File: src/rtl/kuf_pkg.sv
// Shared types and constants for the union-find edge stage.
package kuf_pkg;

  localparam int unsigned MAX_NODES = 2048;
  localparam int unsigned NodeW     = $clog2(MAX_NODES);
  localparam int unsigned RankW     = 4;
  localparam int unsigned WeightW   = 17;
  localparam int unsigned SumW      = 32;

  localparam logic [NodeW-1:0] NodeLimit = NodeW'(MAX_NODES - 1);
  localparam logic [RankW-1:0] RankMax   = '1;

  // Configuration register indexes
  localparam logic [1:0] CfgPlants    = 2'd0;
  localparam logic [1:0] CfgConsumers = 2'd1;

  // Item classes decided by the front
  typedef enum logic [1:0] {
    KindStart,
    KindBad,
    KindEdge
  } kind_e;

  // Queue entry; for a start item node_a carries the plant count and
  // node_b the clamped node total
  typedef struct packed {
    kind_e              kind;
    logic [NodeW-1:0]   node_a;
    logic [NodeW-1:0]   node_b;
    logic [WeightW-1:0] weight;
  } job_t;

  // One forest entry: rank and parent
  typedef struct packed {
    logic [RankW-1:0] rank;
    logic [NodeW-1:0] parent;
  } uf_entry_t;

endpackage

File: src/rtl/kuf_queue.sv
// Two-entry queue between front and back.
module kuf_queue import kuf_pkg::*; (
  input  logic clk_i,
  input  logic rst_ni,
  input  logic push_i,
  input  job_t job_i,
  output logic full_o,
  input  logic pop_i,
  output logic valid_o,
  output job_t job_o
);

  job_t       slot_q [2];
  logic       wptr_q, rptr_q;
  logic [1:0] count_q;

  assign full_o  = count_q == 2'd2;
  assign valid_o = count_q != 2'd0;
  assign job_o   = slot_q[rptr_q];

  always_ff @(posedge clk_i) begin
    if (push_i) slot_q[wptr_q] <= job_i;
  end

  // pointers and fill level
  always_ff @(posedge clk_i or negedge rst_ni) begin
    if (!rst_ni) begin
      wptr_q  <= 1'b0;
      rptr_q  <= 1'b0;
      count_q <= 2'd0;
    end else begin
      if (push_i) wptr_q <= !wptr_q;
      if (pop_i)  rptr_q <= !rptr_q;
      case ({push_i, pop_i})
        2'b10:   count_q <= count_q + 2'd1;
        2'b01:   count_q <= count_q - 2'd1;
        default: ;
      endcase
    end
  end

endmodule

File: config.mk
export PLATFORM = sky130hd
export DESIGN_NAME = kuf_queue
export DESIGN_NICKNAME = d
export VERILOG_FILES = /design/src/rtl/kuf_pkg.sv /design/src/rtl/kuf_queue.sv
export SDC_FILE = /design/constraint.sdc
export NUM_CORES = 1
export LEC_CHECK = 0
export BUFFER_PORTS_ARGS = -buffer_cell sky130_fd_sc_hd__buf_2
export CAP_MARGIN = 20
export CORE_UTILIZATION = 45
export DETAILED_ROUTE_END_ITERATION = 8
export PLACE_DENSITY = 0.69
export SKIP_LAST_GASP = 1
export SYNTH_ARGS = -nofsm -noshare
export SYNTH_HDL_FRONTEND = slang
export SYNTH_SLANG_ARGS = --single-unit
File: constraint.sdc
create_clock -name clk_i -period 2.7 [get_ports clk_i]
set_input_delay 0.54 -clock clk_i [delete_from_list [all_inputs] [get_ports clk_i]]
set_output_delay 0.54 -clock clk_i [all_outputs]
set_load 0.03 [all_outputs]
* Yosys cells after proc, flatten, opt, wreduce, memory -nomap -nowiden
Memories as Yosys holds them, arrays and structs flattened.
Cells that the tools add are included.
** Cells by class
- Equal/unequal tests :: 3
- Add/subtract/negate cells :: 2
- Multiplexer cells :: 3
- Reduce and logical (&&, ||, !) cells :: 4
** Operator list (count)
- 2-bit equality test (second input constant) :: 2
- 2-bit one-hot mux with 2 select lines :: 1
- 2-bit nonzero test :: 2
- 2-bit by 1-bit adder with 2-bit output (second input constant) :: 1
- 2-bit by 1-bit equality test with 1-bit output (second input constant) :: 1
- 1-bit logical NOT :: 2
- 1-bit 2-to-1 mux :: 2
- 2-bit by 1-bit subtractor with 2-bit output (second input constant) :: 1
** Word-level totals
- RAM bits :: 82
- Bits in registers :: 4
- Memories kept :: 1
- Word-level logic and storage cells :: 16
** Memory list
- slot_q :: depth 2, width 41, rd ports 1, clocked after Yosys merged registers in 0, wr ports 1, line kuf_queue.sv:13 : job_t slot_q [2];

* Logic depth before layout (Yosys ltp)
Gate-level depths: netlist (run 1).
- Depth after elaboration :: 2
- Mapped depth :: 5

* Worst setup path before layout (run 1)
OpenSTA, ideal clock, no wires.
- Path type :: input -> register
- Start point :: in push_i
- End point :: mem slot_q[0][0] in the netlist's numbering (enable)
- Stages on the path :: 2
- Arrival :: 2.321 ns
- Required time :: 2.260 ns
- Setup time :: 0.440 ns
- Buffers on the path :: 0
- Path slack :: -0.062 ns
- Cell sequence :: inv_1 nor2_1
** Between the ends
- Cells in the longest elaborated chain, start to end :: 2
** RTL lines
- from (decl) :: line kuf_queue.sv:5 : input logic push_i,
- 1-bit 2-to-1 mux :: line kuf_queue.sv:22 : if (push_i) slot_q[wptr_q] <= job_i;
- 1-bit 2-to-1 mux (not written as such) :: line kuf_queue.sv:22
- to (decl) :: line kuf_queue.sv:13
No other way between the ends.

==> reports/qor.yml, run 1 <==
gr-usage-met1_pct: 15.7
cts_buffers: 9
synth-async-reset-ratio_pct: 4.65
die-area_sq_um: 7790
setup_tns_ns: 0
globalRouteMet2Util_pct: 22.3
worst_slew_pin_slew_ns: 0.450
cap_violations: 0
hp-class: "primary input to flop"
insertedDiodeCount: 0
timing.fmax_mhz: 430
grt.met3_usage_pct: 5.13
drc: 0
timing.final.crit_share_pct: 86.1
power_density_nw_per_um2: 1130
synthCells: 144
synth-main-ff-cell: "edfxtp_1"
synth_xor_area_share_pct: 1.31
cells_resized_by_post_cts_repair: 0
final_util_pct: 57.4
grt_use_total_pct: 13.6
postSynthRegisterBits: 86
hpwl_um: 3370
wirelength_um: 5070
power.static_leakage_uw: 0.00168
area_growth_pct: 23.7
largest_family_of_logic_cells_by_synthesized_area: "multiplexers"
dr.pass1.iters: 4
setup_crit_end_kind: "output port"
rsz0062_at_grt: "no"
syn-cell-area_sq_um: 3350
layout-drive-gt1-share_pct: 60.7
ys_seq_area_share_pct: 76.5
grt-busiest-layer: "met2"
cp_max_fo: 12
synthesis.nets: 190
die_w_um: 88.3
worst_setup_hold_path_clk_slew_ns: 0.08
preCtsSetupSlack_ns: 0.729
grt_pass1_wl_um: 7510
fp-row-count: 31
route.vias.total: 1618
coreArea_sq_um: 7210
io-pin-count: 88
multiplexer_area_fraction_after_synthesis_pct: 18.2
drt.antenna.violating_nets: 0
first_iter_violations: 64
clock_skew_ns: 0.00424
worst_skew_pair.late_latency_ns: 0.33
dp_cells: 329
synth_area_in_adders_pct: 0.374
yosysMostFrequentCell: "edfxtp_1"
largest_area_contributor_in_the_synthesized_netlist: "edfxtp_1"
synth.avg_cell_area_sq_um: 23.3
sink_count_of_the_clock_tree: 86
ctsRootBufferMaster: "clkbuf_8"
pin_count_of_the_biggest_net_entering_global_routing: 30
worstSetupStartpointType: "flop"
synth_compound_area_share_pct: 0
timing.final.max_slew_violations: 0
port_buffers: 87
timing.slew.headroom_pct: 69.9
viasPerCell: 4.68
synth_simple_gate_area_share_pct: 0.785
die-height_um: 88.3
grt.overflow.total: 0
cts.htree.levels: 3
run_status: "finished, final reports clean"
synth.top_cell.area_share_pct: 73.5
timing.critical_path.required_ns: 2.16
finalPower_uw: 4690
yosys-top-cells-count: "edfxtp_1, mux2_4, buf_12, dfrtp_1, xor2_1"
drt-wirelength-per-cell_um: 14.7
yosys_warnings: 0
cts_tree: "built"
setup_slack_ns: 0.375
clock_path_buffers: 2
post_synth_main_area_contributors: "edfxtp_1, mux2_4, dfrtp_1"
setup_viol_count_final: 0
instances_no_fill: 346
vias_in_the_first_global_route: 1559
floorplan.initialDensity_pct: 46.4
hold_viol_final: 0
antenna_found_initial: 0
synth_enable_flop_cells: 82
routabilityCongestion: 0.675
vdd_drop_max_v: 0.000669
layout.nets: 288
worstSetupPathType: "flop to output port"
synth.distinct_cells: 14
min_period_ns: 2.32
crit_arrival_ns: 1.78
-- path summary, 6_finish.rpt --
| check | start | endpoint | slack [ns] | cells past startpoint |
|---|---|---|---|---|
| setup / recovery | rptr_q | job_o[40] | 0.38 | 3 |
| hold / removal | job_i[33] | slot_q[1][33] | 0.39 | 1 |
| setup reg to reg | wptr_q | slot_q[1][35] | 1.25 | 2 |
| hold reg to reg | count_q[1] | count_q[1] | 0.50 | 1 |
| max in group asynchronous | rst_ni | rptr_q | 2.02 | 2 |
| min in group asynchronous | rst_ni | count_q[1] | 0.55 | 2 |
-- final cells by class --
type	instances	area (sq um)
inverter	1	3.75
multi-input combinational	52	699
sequential	86	2560
timing repair buffer	92	513
tap	99	124
clock buffer	10	128
fill	581	3070
clock inverter	6	110
-- per-stage QoR --
step           instance area (sq um)  hold slack, ns
6_report                        4140           0.388
4_1_cts                         4140           0.368
5_1_grt                         4140           0.362
3_5_place_dp                    3890           0.356
3_3_place_gp                    3890           0.353
2_1_floorplan                   3350           0.244
-- worst max-delay path, cell delays in order (launching register included) --
cell and delay (ns):
dfrtp_2 0.59, buf_4 0.32, mux2_2 0.36, buf_2 0.18
-- timing repair --
action / 4_1_cts / 5_1_grt
hold buffers: 1 / 0
buffers inserted: 0 / 0
endpoints found under the hold margin: 4 / 0
-- power by group --
group	switching, uW	internal [uW]	leakage [uW]
sequential	124	1770	0.000815
clock	415	613	0.000114
combinational	1030	740	0.000749
total	1570	3130	0.00168
-- cell families after synthesis --
| group | Yosys count |
|---|---|
| simple gates | 5 |
| buf+inv | 6 |
| xor+xnor | 5 |
| fa+ha+maj | 1 |
| mux | 41 |
| flops | 86 |
-- flip-flops by register name, summed over array words and instances (netlist names) --
register  flops
count_q       2
rptr_q        1
slot_q       82
wptr_q        1
-- cell usage in the layout, fill, tap and decap left out --
cell           count
and2_2             1
buf_12             3
buf_2             87
buf_4              1
bufinv_16          3
clkbuf_1           1
clkbuf_8           9
clkinv_1           1
clkinv_4           1
clkinvlp_4         1
dfrtp_1            3
dfrtp_2            1
dlygate4sd3_1      1
edfxtp_1          82
ha_1               1
inv_1              1
mux2_2             2
mux2_4            39
nor2_1             1
nor2_4             1
nor2b_1            1
or2_2              1
xnor2_1            2
xor2_1             3
-- metal layers --
metal	vias up	wire length, um
met5	-	0
met4	0	80
met3	9	390
met2	65	2420
met1	792	2180
li1	752	-
Power figures use the tool's default switching activity.
==> inputs of run 2 (changes only) <==
==> constraint.sdc (replaced) <==
create_clock -name clk_i -period 2.7 [get_ports clk_i]
set_input_delay 0.135 -clock clk_i [delete_from_list [all_inputs] [get_ports clk_i]]
set_output_delay 0.135 -clock clk_i [all_outputs]
set_load 0.03 [all_outputs]
==> run 2 against run 1 <==
Effect of this change: cell count grew 12%; combinational power is 3% higher; maximum frequency increased by 25%; first-iteration DRC count is 9.4% higher; clock power about the same; critical path depth unchanged; utilization is 5.8 points higher; hold slack got worse by 0.24 ns; clock skew grew 0.0039 ns; critical path type unchanged; setup slack better by 0.46 ns.
==> reports/qor.yml, run 2 (synthesized netlist as in run 1, its figures left out) <==
run_status: "finished, final reports clean"
most-common-layout-cells: "buf_2, edfxtp_1, dlygate4sd3_1, mux2_4, clkbuf_8"
hp-class: "primary input to async pin"
grt_pass1_wl_um: 8710  # +16%
die_w_um: 88.3  # unchanged
grt.overflow.total: 0  # unchanged
port_buffers: 87  # unchanged
die-area_sq_um: 7790  # unchanged
timing.slew.headroom_pct: 60.3  # -9.6 points
pin_count_of_the_biggest_net_entering_global_routing: 35  # +17%
viasPerCell: 4.53  # -3.0%
timing.fmax_mhz: 538  # +25%
min_period_ns: 1.86  # -0.465 ns
cts.htree.levels: 3  # unchanged
insertedDiodeCount: 0  # unchanged
cts_buffers: 9  # unchanged
crit_arrival_ns: 1.73  # -0.05 ns
ctsRootBufferMaster: "clkbuf_8"
dr.pass1.iters: 4  # unchanged
postPlaceCellArea_sq_um: 3880  # -0.32%
cp_max_fo: 34  # +22
routabilityCongestion: 0.641  # -5.1%
coreArea_sq_um: 7210  # unchanged
floorplan.initialDensity_pct: 46.4  # unchanged
worst_setup_hold_path_clk_slew_ns: 0.08  # about the same
cts_tree: "built"
drt-wirelength-per-cell_um: 14.7  # +0.47%
layout_commonest_cell: "buf_2"
timing.final.max_slew_violations: 0  # unchanged
share_seq_of_total_power_pct: 39.9  # -0.5 points
biggest_registers_after_layout: "slot_q x82, count_q x2"
fp-row-count: 31  # unchanged
antenna_found_initial: 0  # unchanged
cap_violations: 0  # unchanged
hpwl_um: 3490  # +3.6%
switching_share_pct: 33.7  # +0.25 points
die-height_um: 88.3  # unchanged
route.vias.total: 1764  # +9.0%
combinationalPowerShare_pct: 38.3  # +0.6 points
grt_use_total_pct: 15.7  # +2.1 points
worstSetupPathType: "flop to output port"
worst_slew_pin_slew_ns: 0.594  # +0.144 ns
cts_post_setup_buffers_inserted: 0  # unchanged
finalPower_uw: 4750  # +1.2%
max_flop_register: "slot_q"
rsz0062_at_grt: "no"
wirelength_um: 5730  # +13%
drc: 0  # unchanged
timing.critical_path.required_ns: 2.57  # +0.41 ns
fin_hold_ws_ns: 0.147  # -0.241 ns
vias_in_the_first_global_route: 1880  # +21%
worstSetupStartpointType: "flop"
internal-power_uw: 3150  # +0.77%
layout.nets: 331  # +15%
clock_skew_ns: 0.00814  # +0.00390 ns
area_growth_pct: 36.1
setup_viol_count_final: 0  # unchanged
postLayoutCellArea_sq_um: 4560  # +10%
setup_crit_end_kind: "output port"
preCtsSetupSlack_ns: 1.12  # +0.395 ns
worst-r2r-cell-count: 2  # unchanged
power_density_nw_per_um2: 1040  # -8.1%
setup_slack_ns: 0.840  # +0.465 ns
setup_tns_ns: 0  # unchanged
io-pin-count: 88  # unchanged
first_iter_violations: 70  # +9.4%
clock_path_buffers: 2  # unchanged
switchingPower_uw: 1600  # +1.9%
worst_skew_pair.late_latency_ns: 0.34  # about the same
hold_viol_final: 0  # unchanged
timing.final.crit_share_pct: 68.9  # -17 points
power.static_leakage_uw: 0.00186  # +11%
layout-drive-gt1-share_pct: 52.1  # -8.7 points
drt.antenna.violating_nets: 0  # unchanged
power_frac_clock_pct: 21.8  # about the same
vdd_drop_max_v: 0.000660  # -1.3%
largest_register_ffs: 82  # unchanged
sink_count_of_the_clock_tree: 86  # unchanged
==> run 2: cell count changes in the layout (fill, tap and decap cells not counted), sizes merged <==
cell and delta:
dlygate4sd3 +43, clkinv +2, clkbuf -1, clkinvlp -1
==> run 2: metrics by stage <==
step	util, %	std cells
after floorplan	-	144
after global placement	53.8	329
after detailed placement	53.8	329
after CTS	63.2	389
after global routing	63.2	389
final	63.2	389
==> run 2: repair_timing <==
item                       in CTS  in global routing
resized for setup               0                  0
hold endpoints to repair       88                  0
hold buffers                   44                  0
setup endpoints to repair       0                  0
==> run 2: worst paths after layout <==
| kind | slack (ns) | from | end |
|---|---|---|---|
| setup reg to reg | 1.14 | wptr_q | slot_q[1][9] |
| max in group asynchronous | 2.41 | rst_ni | rptr_q |
| min in group clk_i | 0.48 | count_q[1] | count_q[1] |
| setup / recovery | 0.84 | rptr_q | job_o[8] |
| hold / removal | 0.15 | rst_ni | rptr_q |
| hold reg to reg | 0.48 | count_q[1] | count_q[1] |
==> run 2: critical path: stages (launching register included) <==
cell and delay, ns:
dfrtp_2 0.55, buf_12 0.31, mux2_4 0.33, buf_2 0.18
==> run 2: area by class of cell <==
class                           instances  area, sq um
Fill cell                             544         2660
Sequential cell                        86         2560
Timing Repair Buffer                  135          931
Multi-Input combinational cell         52          699
Clock buffer                            9          124
Tap cell                               99          124
Clock inverter                          7          113
Inverter                                1         3.75
==> run 2: layer usage <==
metal	global-route usage [%]	vias up	share of wire (%)	routed length, um
met2	28.1	62	52	2990
met3	4.10	10	5.1	294
met5	0	-	0	0
met4	7.04	0	1.5	86
met1	17.6	852	41	2360
li1	-	840	-	-
==> run 2: power by group through the flow <==
stage | clock network (uW) | registers, uW | logic [uW]
4_1_cts | 1070 | 1900 | 1840
3_3_place_gp | 0 | 1900 | 1780
5_1_grt | 1110 | 1920 | 1930
2_1_floorplan | 0 | 1870 | 1510
6_report | 1040 | 1890 | 1820
3_5_place_dp | 0 | 1920 | 1780
