<file path="config.mk">
export PLATFORM = sky130hd
export DESIGN_NAME = kuf_front
export DESIGN_NICKNAME = d
export VERILOG_FILES = /design/src/rtl/kuf_pkg.sv /design/src/rtl/kuf_front.sv
export SDC_FILE = /design/constraint.sdc
export NUM_CORES = 1
export LEC_CHECK = 0
export ABC_CLOCK_PERIOD_IN_PS = 2500
export CAP_MARGIN = 5
export CELL_PAD_IN_SITES_DETAIL_PLACEMENT = 0
export CELL_PAD_IN_SITES_GLOBAL_PLACEMENT = 2
export CORE_UTILIZATION = 30
export DETAILED_ROUTE_END_ITERATION = 10
export DONT_BUFFER_PORTS = 1
export PLACE_DENSITY = 0.64
export SLEW_MARGIN = 25
export SYNTH_ARGS = -nofsm -noshare
export SYNTH_HDL_FRONTEND = slang
export SYNTH_SLANG_ARGS = --single-unit
</file>
<file path="constraint.sdc">
create_clock -name clk_i -period 2.5 [get_ports clk_i]
set_clock_uncertainty 0.1 [all_clocks]
set_input_delay 0.125 -clock clk_i [delete_from_list [all_inputs] [get_ports clk_i]]
set_output_delay 0.125 -clock clk_i [all_outputs]
set_load 0.02 [all_outputs]
</file>
<file path="src/rtl/kuf_pkg.sv">
// Shared types and constants for the union-find edge stage.
package kuf_pkg;

  localparam int unsigned MAX_NODES = 2048;
  localparam int unsigned NodeW     = $clog2(MAX_NODES);
  localparam int unsigned RankW     = 4;
  localparam int unsigned WeightW   = 17;
  localparam int unsigned SumW      = 32;

  localparam logic [NodeW-1:0] NodeLimit = NodeW'(MAX_NODES - 1);
  localparam logic [RankW-1:0] RankMax   = '1;

  // Configuration register indexes
  localparam logic [1:0] CfgPlants    = 2'd0;
  localparam logic [1:0] CfgConsumers = 2'd1;

  // Item classes decided by the front
  typedef enum logic [1:0] {
    KindStart,
    KindBad,
    KindEdge
  } kind_e;

  // Queue entry; for a start item node_a carries the plant count and
  // node_b the clamped node total
  typedef struct packed {
    kind_e              kind;
    logic [NodeW-1:0]   node_a;
    logic [NodeW-1:0]   node_b;
    logic [WeightW-1:0] weight;
  } job_t;

  // One forest entry: rank and parent
  typedef struct packed {
    logic [RankW-1:0] rank;
    logic [NodeW-1:0] parent;
  } uf_entry_t;

endpackage

</file>
<file path="src/rtl/kuf_front.sv">
// Front end: configuration registers, input transfer and item classification.
module kuf_front import kuf_pkg::*; (
  input  logic               clk_i,
  input  logic               rst_ni,
  input  logic               cfg_valid_i,
  output logic               cfg_ready_o,
  input  logic [1:0]         cfg_index_i,
  input  logic [NodeW-1:0]   cfg_data_i,
  input  logic               in_valid_i,
  output logic               in_ready_o,
  input  logic               mode_i,
  input  logic [NodeW-1:0]   node_a_i,
  input  logic [NodeW-1:0]   node_b_i,
  input  logic [WeightW-1:0] edge_weight_i,
  output logic               push_o,
  output job_t               job_o,
  input  logic               full_i
);

  logic [NodeW-1:0] plants_q, consumers_q, total_q, total_d;
  logic [NodeW:0]   sum_w;
  logic             bad_w;

  assign cfg_ready_o = 1'b1;
  assign in_ready_o  = !full_i;
  assign push_o      = in_valid_i && !full_i;

  // clamp node total to the table size
  assign sum_w   = {1'b0, plants_q} + {1'b0, consumers_q};
  assign total_d = (sum_w > {1'b0, NodeLimit}) ? NodeLimit : sum_w[NodeW-1:0];

  // endpoint range check against the forest the item will see
  assign bad_w = (node_a_i == '0) || (node_b_i == '0) ||
                 (node_a_i > total_q) || (node_b_i > total_q);

  always_comb begin
    job_o.weight = edge_weight_i;
    if (!mode_i) begin
      job_o.kind   = KindStart;
      job_o.node_a = plants_q;
      job_o.node_b = total_d;
    end else begin
      job_o.kind   = bad_w ? KindBad : KindEdge;
      job_o.node_a = node_a_i;
      job_o.node_b = node_b_i;
    end
  end

  // config registers and the node total seen by later items
  always_ff @(posedge clk_i or negedge rst_ni) begin
    if (!rst_ni) begin
      plants_q    <= NodeW'(1);
      consumers_q <= '0;
      total_q     <= NodeW'(1);
    end else begin
      if (cfg_valid_i) begin
        case (cfg_index_i)
          CfgPlants:    plants_q    <= cfg_data_i;
          CfgConsumers: consumers_q <= cfg_data_i;
          default: ;
        endcase
      end
      if (push_o && !mode_i) total_q <= total_d;
    end
  end

endmodule

</file>
Word-level counts from Yosys, hierarchy flattened

Cells that the tools add are included.

Bits in registers: 33
Input bits: 58
Output and inout bits: 44
Logic and storage cells: 23

Add/subtract/negate cells: 1
$lt $le $gt $ge: 3
Equality and inequality tests: 1
Mux-type cells: 3
Reductions and logical operators: 12

Operators by type and width:

| cell                 | count |
|---|---|
| $mux 24              | 1 |
| $gt 11x11->1         | 2 |
| $logic_not 11->1     | 2 |
| $add 11x11->12       | 1 |
| $gt 12x11->1 const B | 1 |
| $mux 11              | 1 |
| $reduce_and 2->1     | 2 |
| $logic_or 1x1->1     | 3 |
| $eq 2x1->1 const B   | 1 |
| $logic_and 1x1->1    | 2 |
| $logic_not 1->1      | 2 |
| $logic_not 2->1      | 1 |
| $mux 2               | 1 |

Logic depth before layout (Yosys ltp)

Gate-level depths: netlist (run 1).

Depth in word-level cells: 6
Mapped depth: 9
Depth with buffers taken out: 9

Worst setup path before layout (run 1)

Ideal clock, no wire load.

Kind: register to output
From: register plants_q[0]
To: output port job_o[27] (netlist bit)
Arrival time: 2131 ps
Slack: 144 ps
Stages on the path, launching flop included: 10
Buffers on the path: 0
Cell sequence: dfstp_2 ha_1 inv_1 fa_1 nor2b_1 o2111ai_1 nand2_1 a31oi_1 mux2i_1 a31oi_1

RTL lines:

| what                     | RTL line        | source |
|---|---|---|
| start: declaration       | kuf_front.sv:20 | `logic [NodeW-1:0] plants_q, consumers_q, total_q, total_d;` |
| start signal: assignment | kuf_front.sv:52 | `plants_q <= NodeW'(1);` |
| start signal: assignment | kuf_front.sv:58 | `CfgPlants: plants_q <= cfg_data_i;` |
| end: declaration         | kuf_front.sv:16 | `output job_t job_o,` |

==> flow_summary.json, run 1 <==
{
  "std_cell_rows": 34,
  "dp_hpwl_mm": 5.92,
  "cp_top_family": "flip-flops",
  "fin_ws_ns": -0.0887,
  "slew_violations": 0,
  "maxCapViolCount": 0,
  "synthFlopType": "dfrtp_1",
  "die_area_mm2": 0.00944,
  "area_growth_pct": 22.6,
  "design_area_mm2": 0.00333,
  "synth_edf_count": 0,
  "root_buffer": "clkbuf_8",
  "start_util_pct": 31.1,
  "cts.htree.levels": 2,
  "gp_congestion": 0.772,
  "post_dp_cell_area_mm2": 0.00272,
  "r2r_cells": 8,
  "arrival_ns": 2.36,
  "io_buffers": 0,
  "vias_per_cell": 5.26,
  "grt_pass1_vias": 2160,
  "slowest_stage": "dfstp_2",
  "wirelength_mm": 7.32,
  "fmax_mhz": 386,
  "n_antenna_cell": 0,
  "wl_per_cell_um": 18.8,
  "critical_path_class": "reg -> out",
  "final_util_pct": 38.2,
  "gr-total-overflow": 0,
  "drcViolationCount": 0,
  "vias": 2045,
  "final-instance-count-excl-fill": 389,
  "hp-class": "in -> reg",
  "final_cell_mix": "dfrtp_1 (31), ha_1 (24), mux2_1 (16)",
  "yosysSeqAreaShare_pct": 30.5,
  "yosys.area.top_type": "dfrtp_1",
  "violations": "setup timing",
  "syn_area_mm2": 0.00272,
  "slowest_delay_ns": 0.57,
  "grt_first_pass_wirelength_mm": 12.0,
  "ioPinCount": 102,
  "yosys-top-cells-area": "dfrtp_1 (29%), ha_1 (15%), mux2_1 (6.6%)",
  "setup_viol": 4,
  "fin_setup_tns_ns": -0.227,
  "cellLeakagePower_nw": 1.40,
  "path_buf_inv": 2,
  "drive_gt1_share_pct": 31.0,
  "slew_headroom_pct": 56.8,
  "track_usage_pct": 16.3,
  "status": "finished with violations",
  "numCtsBuffers": 5,
  "ys_warn_count": 0,
  "end_kind": "primary output",
  "synth-async-reset-ratio_pct": 100,
  "path_clk_slew_ns": 0.07,
  "die_w_um": 97.1,
  "grt_start_max_net_pins": 34,
  "tightest_slew_ns": 0.641,
  "clock_sinks": 33,
  "syn_nets": 362,
  "clkLatencyLatePin_ns": 0.29,
  "rsz0062_at_grt": "yes",
  "cp.required_ns": 2.28,
  "antenna_left": 0,
  "synth_top_area_share_pct": 28.6,
  "syn_inst": 270,
  "cts.path.max_buffers": 2,
  "synth.avg_cell_area_um2": 10.1,
  "firstDrtPassIters": 6,
  "antenna_found_initial": 0,
  "num-nets-final": 372,
  "critPathMaxFanout": 3,
  "cts_tree": "done",
  "ys_seq_elements": 33,
  "drtIter0Drc": 79,
  "die_h_um": 97.1,
  "cp.depth": 10,
  "min_period_over_period_pct": 104,
  "power_mw": 3.14,
  "final_common_cell": "dfrtp_1",
  "startpoint_type": "flip-flop",
  "max-vdd-ir-drop_uv": 232,
  "hold_depth": 3,
  "crit_chain": "ha_4 > inv_2 > fa_2 > nor2b_4 > o2111ai_2 > nand2_2 > a31oi_2 > mux2i_1 > a31oi_1 > buf_4",
  "fin_crit_ns": 2.59,
  "dp_cells": 357,
  "power.density_mw_per_mm2": 944,
  "synthDistinctLibCells": 56,
  "core-area_mm2": 0.00872,
  "hold_viol": 0
}
## path summary, 6_finish.rpt
kind	start	endpoint	slack, ns
setup / recovery	plants_q[0]	job_o[27]	-0.09
hold / removal	cfg_index_i[1]	plants_q[1]	0.12
setup reg to reg	consumers_q[1]	total_q[3]	0.27
hold reg to reg	total_q[2]	total_q[2]	0.41
max in group asynchronous	rst_ni	total_q[0]	1.86
min in group asynchronous	rst_ni	consumers_q[6]	0.19
## layer usage
metal	GRT usage (%)	wire (µm)	vias to the layer above
li1	-	-	1005
met1	20.7	3310	988
met2	27.6	3550	41
met3	4.03	393	11
met4	3.90	66	0
met5	0	0	-
## Yosys cell counts, types with 2 or more instances
master,n
o21a_1,3
a21oi_1,12
inv_1,20
nand2_1,7
buf_2,3
clkbuf_1,3
a31oi_1,5
dfrtp_1,31
nand2b_1,3
o21bai_1,3
nor2_1,9
nand2_4,2
and4_1,2
mux2_1,16
nor2b_1,5
nor3_1,5
and2_1,2
a21o_1,4
nor4_1,5
buf_4,18
mux2_2,15
o21ai_0,4
ha_1,33
dfstp_2,2
nand3_1,6
xnor2_1,4
o22a_1,18
nand4_1,2
## report_power, final
part	leakage, nW	switching (mW)	internal, mW
Clock	0.0574	0.206	0.324
Combinational	0.968	0.930	0.882
Sequential	0.374	0.109	0.692
## logic make-up after synthesis
logic type | share of synthesized area (%)
adders and majority gates | 15.9
and+or+nand+nor | 10.9
AOI/OAI and AO/OA | 18.7
DFF | 30.5
other | 0.138
xor gates and xnor gates | 1.61
buffers and inverters | 8.99
muxes | 13.2
## layout make-up
| cell class | instances | area [µm²] |
|---|---|---|
| fill | 895 | 5390 |
| multi-input combinational | 191 | 1910 |
| sequential | 33 | 828 |
| timing repair buffer | 28 | 253 |
| tap | 108 | 135 |
| clock buffer | 6 | 82.6 |
| inverter | 21 | 78.8 |
| clock inverter | 2 | 37.5 |
## state kept, by name, indices dropped and copies added (netlist names)
name	flops
plants_q	11
total_q	11
consumers_q	11
## what timing repair did
item / in CTS / in global routing
hold buffers: 13 / 0
endpoints found under the hold margin: 55 / 0
pin swaps: 22 / 13
endpoints found under the setup margin: 13 / 13
buffers inserted: 7 / 4
resized for setup: 40 / 11
## stage by stage
step / setup slack, ns / hold slack, ns
6_report: -0.0887 / 0.117
5_1_grt: -0.234 / 0.148
4_1_cts: -0.140 / 0.121
3_5_place_dp: 0.0395 / -0.269
3_3_place_gp: 0.0613 / -0.269
2_1_floorplan: 0.144 / -0.271
## worst min-delay path: cells and delay by family
family	cells	cell delay (ns)
buffers and inverters	1	0.18
AOI/OAI and AO/OA	1	0.14
and+or+nand+nor	1	0.02
No activity file was read; power rests on OpenSTA's default activity.
==> run 2, diff against run 1 <==
--- a/config.mk
+++ b/config.mk
@@ -9,6 +9,7 @@
 export CAP_MARGIN = 5
 export CELL_PAD_IN_SITES_DETAIL_PLACEMENT = 0
 export CELL_PAD_IN_SITES_GLOBAL_PLACEMENT = 2
+export CORE_MARGIN = 5
 export CORE_UTILIZATION = 30
 export DETAILED_ROUTE_END_ITERATION = 10
 export DONT_BUFFER_PORTS = 1
==> constraint.sdc (replaced) <==
create_clock -name clk_i -period 2.5 [get_ports clk_i]
set_clock_uncertainty 0.1 [all_clocks]
set_input_delay 0 -clock clk_i [delete_from_list [all_inputs] [get_ports clk_i]]
set_output_delay 0 -clock clk_i [all_outputs]
set_load 0.02 [all_outputs]
==> flow_summary.json, run 2 (synthesis gave the netlist of run 1 again) <==
{
  "antenna_found_initial": 0,
  "path_clk_slew_ns": 0.07,
  "wl_per_cell_um": 19.3,
  "fin_crit_ns": 2.42,
  "gr-total-overflow": 0,
  "drcViolationCount": 0,
  "grt_busiest_layer": "met2",
  "tightest_slew_ns": 0.637,
  "critical_path_class": "reg -> out",
  "critPathMaxFanout": 3,
  "status": "complete, no violations",
  "clock_sinks": 33,
  "crit_chain": "ha_4 > inv_2 > fa_2 > nor2b_4 > o2111ai_2 > nand2_2 > a31oi_4 > mux2i_2 > a31oi_1 > buf_4",
  "grt_first_pass_wirelength_mm": 12.1,
  "cts.htree.levels": 2,
  "cts.path.max_buffers": 2,
  "n_antenna_cell": 0,
  "hold_viol": 0,
  "antenna_left": 0,
  "vias_per_cell": 5.31,
  "num-nets-final": 381,
  "slowest_delay_ns": 0.55,
  "ioPinCount": 102,
  "slew_violations": 0,
  "cellLeakagePower_nw": 1.42,
  "use_met1_pct": 16.8,
  "dp_cells": 356,
  "die_w_um": 105,
  "dpl_worst_slack_ns": 0.142,
  "core-area_mm2": 0.00876,
  "arrival_ns": 2.32,
  "track_usage_pct": 13.8,
  "min_period_over_period_pct": 97.0,
  "numCtsBuffers": 5,
  "vias": 2109,
  "wirelength_mm": 7.66,
  "area_growth_pct": 20.9,
  "startpoint_type": "flip-flop",
  "hold_depth": 3,
  "design_area_mm2": 0.00328,
  "final-instance-count-excl-fill": 397,
  "post_dp_cell_area_mm2": 0.00271,
  "end_kind": "primary output",
  "firstDrtPassIters": 4,
  "maxCapViolCount": 0,
  "drive_gt1_share_pct": 21.5,
  "die_h_um": 105,
  "start_util_pct": 31.0,
  "std_cell_rows": 34,
  "grt_start_max_net_pins": 34,
  "cp.required_ns": 2.40,
  "gr-usage-met2_pct": 22.5,
  "grt_pass1_vias": 2184,
  "fmax_mhz": 412,
  "setup_viol": 0,
  "cts_tree": "done",
  "final_util_pct": 37.5,
  "rsz0062_at_grt": "yes",
  "max-vdd-ir-drop_uv": 255,
  "io_buffers": 0,
  "reg_top3": "consumers_q x11, plants_q x11, total_q x11",
  "met3_usage_pct": 5.43,
  "gp_congestion": 0.777,
  "die_area_mm2": 0.0111,
  "slew_headroom_pct": 57.1,
  "r2r_cells": 7,
  "fin_ws_ns": 0.0757,
  "final_cell_mix": "ha_1 (31), dfrtp_1 (31), dlygate4sd3_1 (30)",
  "hp-class": "in -> reg",
  "drtIter0Drc": 41,
  "slowest_stage": "dfstp_2",
  "power.density_mw_per_mm2": 872,
  "dp_hpwl_mm": 6.22,
  "root_buffer": "clkbuf_8",
  "clkLatencyLatePin_ns": 0.28
}
## run 2: path summary, 6_finish.rpt
path	slack, ns	end	start
setup / recovery	0.08	job_o[27]	plants_q[0]
hold reg to reg	0.41	total_q[3]	total_q[3]
max in group asynchronous	2.00	total_q[0]	rst_ni
setup reg to reg	0.39	total_q[1]	plants_q[1]
min in group asynchronous	0.06	plants_q[9]	rst_ni
hold / removal	0.01	plants_q[1]	cfg_index_i[1]
## run 2: layout make-up
class	instances	area (µm²)
Timing Repair Buffer	37	365
Multi-Input combinational cell	191	1790
Inverter	21	78.8
Sequential cell	33	828
Fill cell	900	5480
Clock buffer	7	86.3
Tap cell	108	135
## run 2: per-layer routing
metal	wire, µm	up-vias	part of all wire [%]
met2	3650	66	48
met3	606	11	7.9
met5	0	-	0
li1	-	1021	-
met4	135	0	1.8
met1	3270	1011	43
## run 2: power breakdown
| part | switching [mW] | internal, mW | leakage [nW] | total, mW |
|---|---|---|---|---|
| clock | 0.188 | 0.218 | 0.0443 | 0.406 |
| combinational | 0.916 | 0.752 | 1.00 | 1.67 |
| sequential | 0.0988 | 0.692 | 0.374 | 0.791 |
## run 2: critical path, delay by kind of cell (launching register included)
kind | cells | cell delay, ns
muxes | 1 | 0.17
buffers and inverters | 2 | 0.20
AOI/OAI and AO/OA | 3 | 0.36
adders and majority gates | 2 | 0.48
and+or+nand+nor | 2 | 0.28
DFF | 1 | 0.55
## run 2: metrics by stage
step	hold slack, ns	setup TNS (ns)	power, mW
6_report	0.0102	0	2.86
3_3_place_gp	-0.394	0	2.20
5_1_grt	0.0261	-0.173	3.10
2_1_floorplan	-0.396	0	1.96
3_5_place_dp	-0.394	0	2.22
4_1_cts	0.00703	-0.0473	2.81
## run 2: what timing repair did
action	CTS	global route
resized for setup	19	11
setup buffers	2	1
hold buffers	31	0
endpoints found under the setup margin	13	13
pin swaps	13	13
hold endpoints to repair	74	0
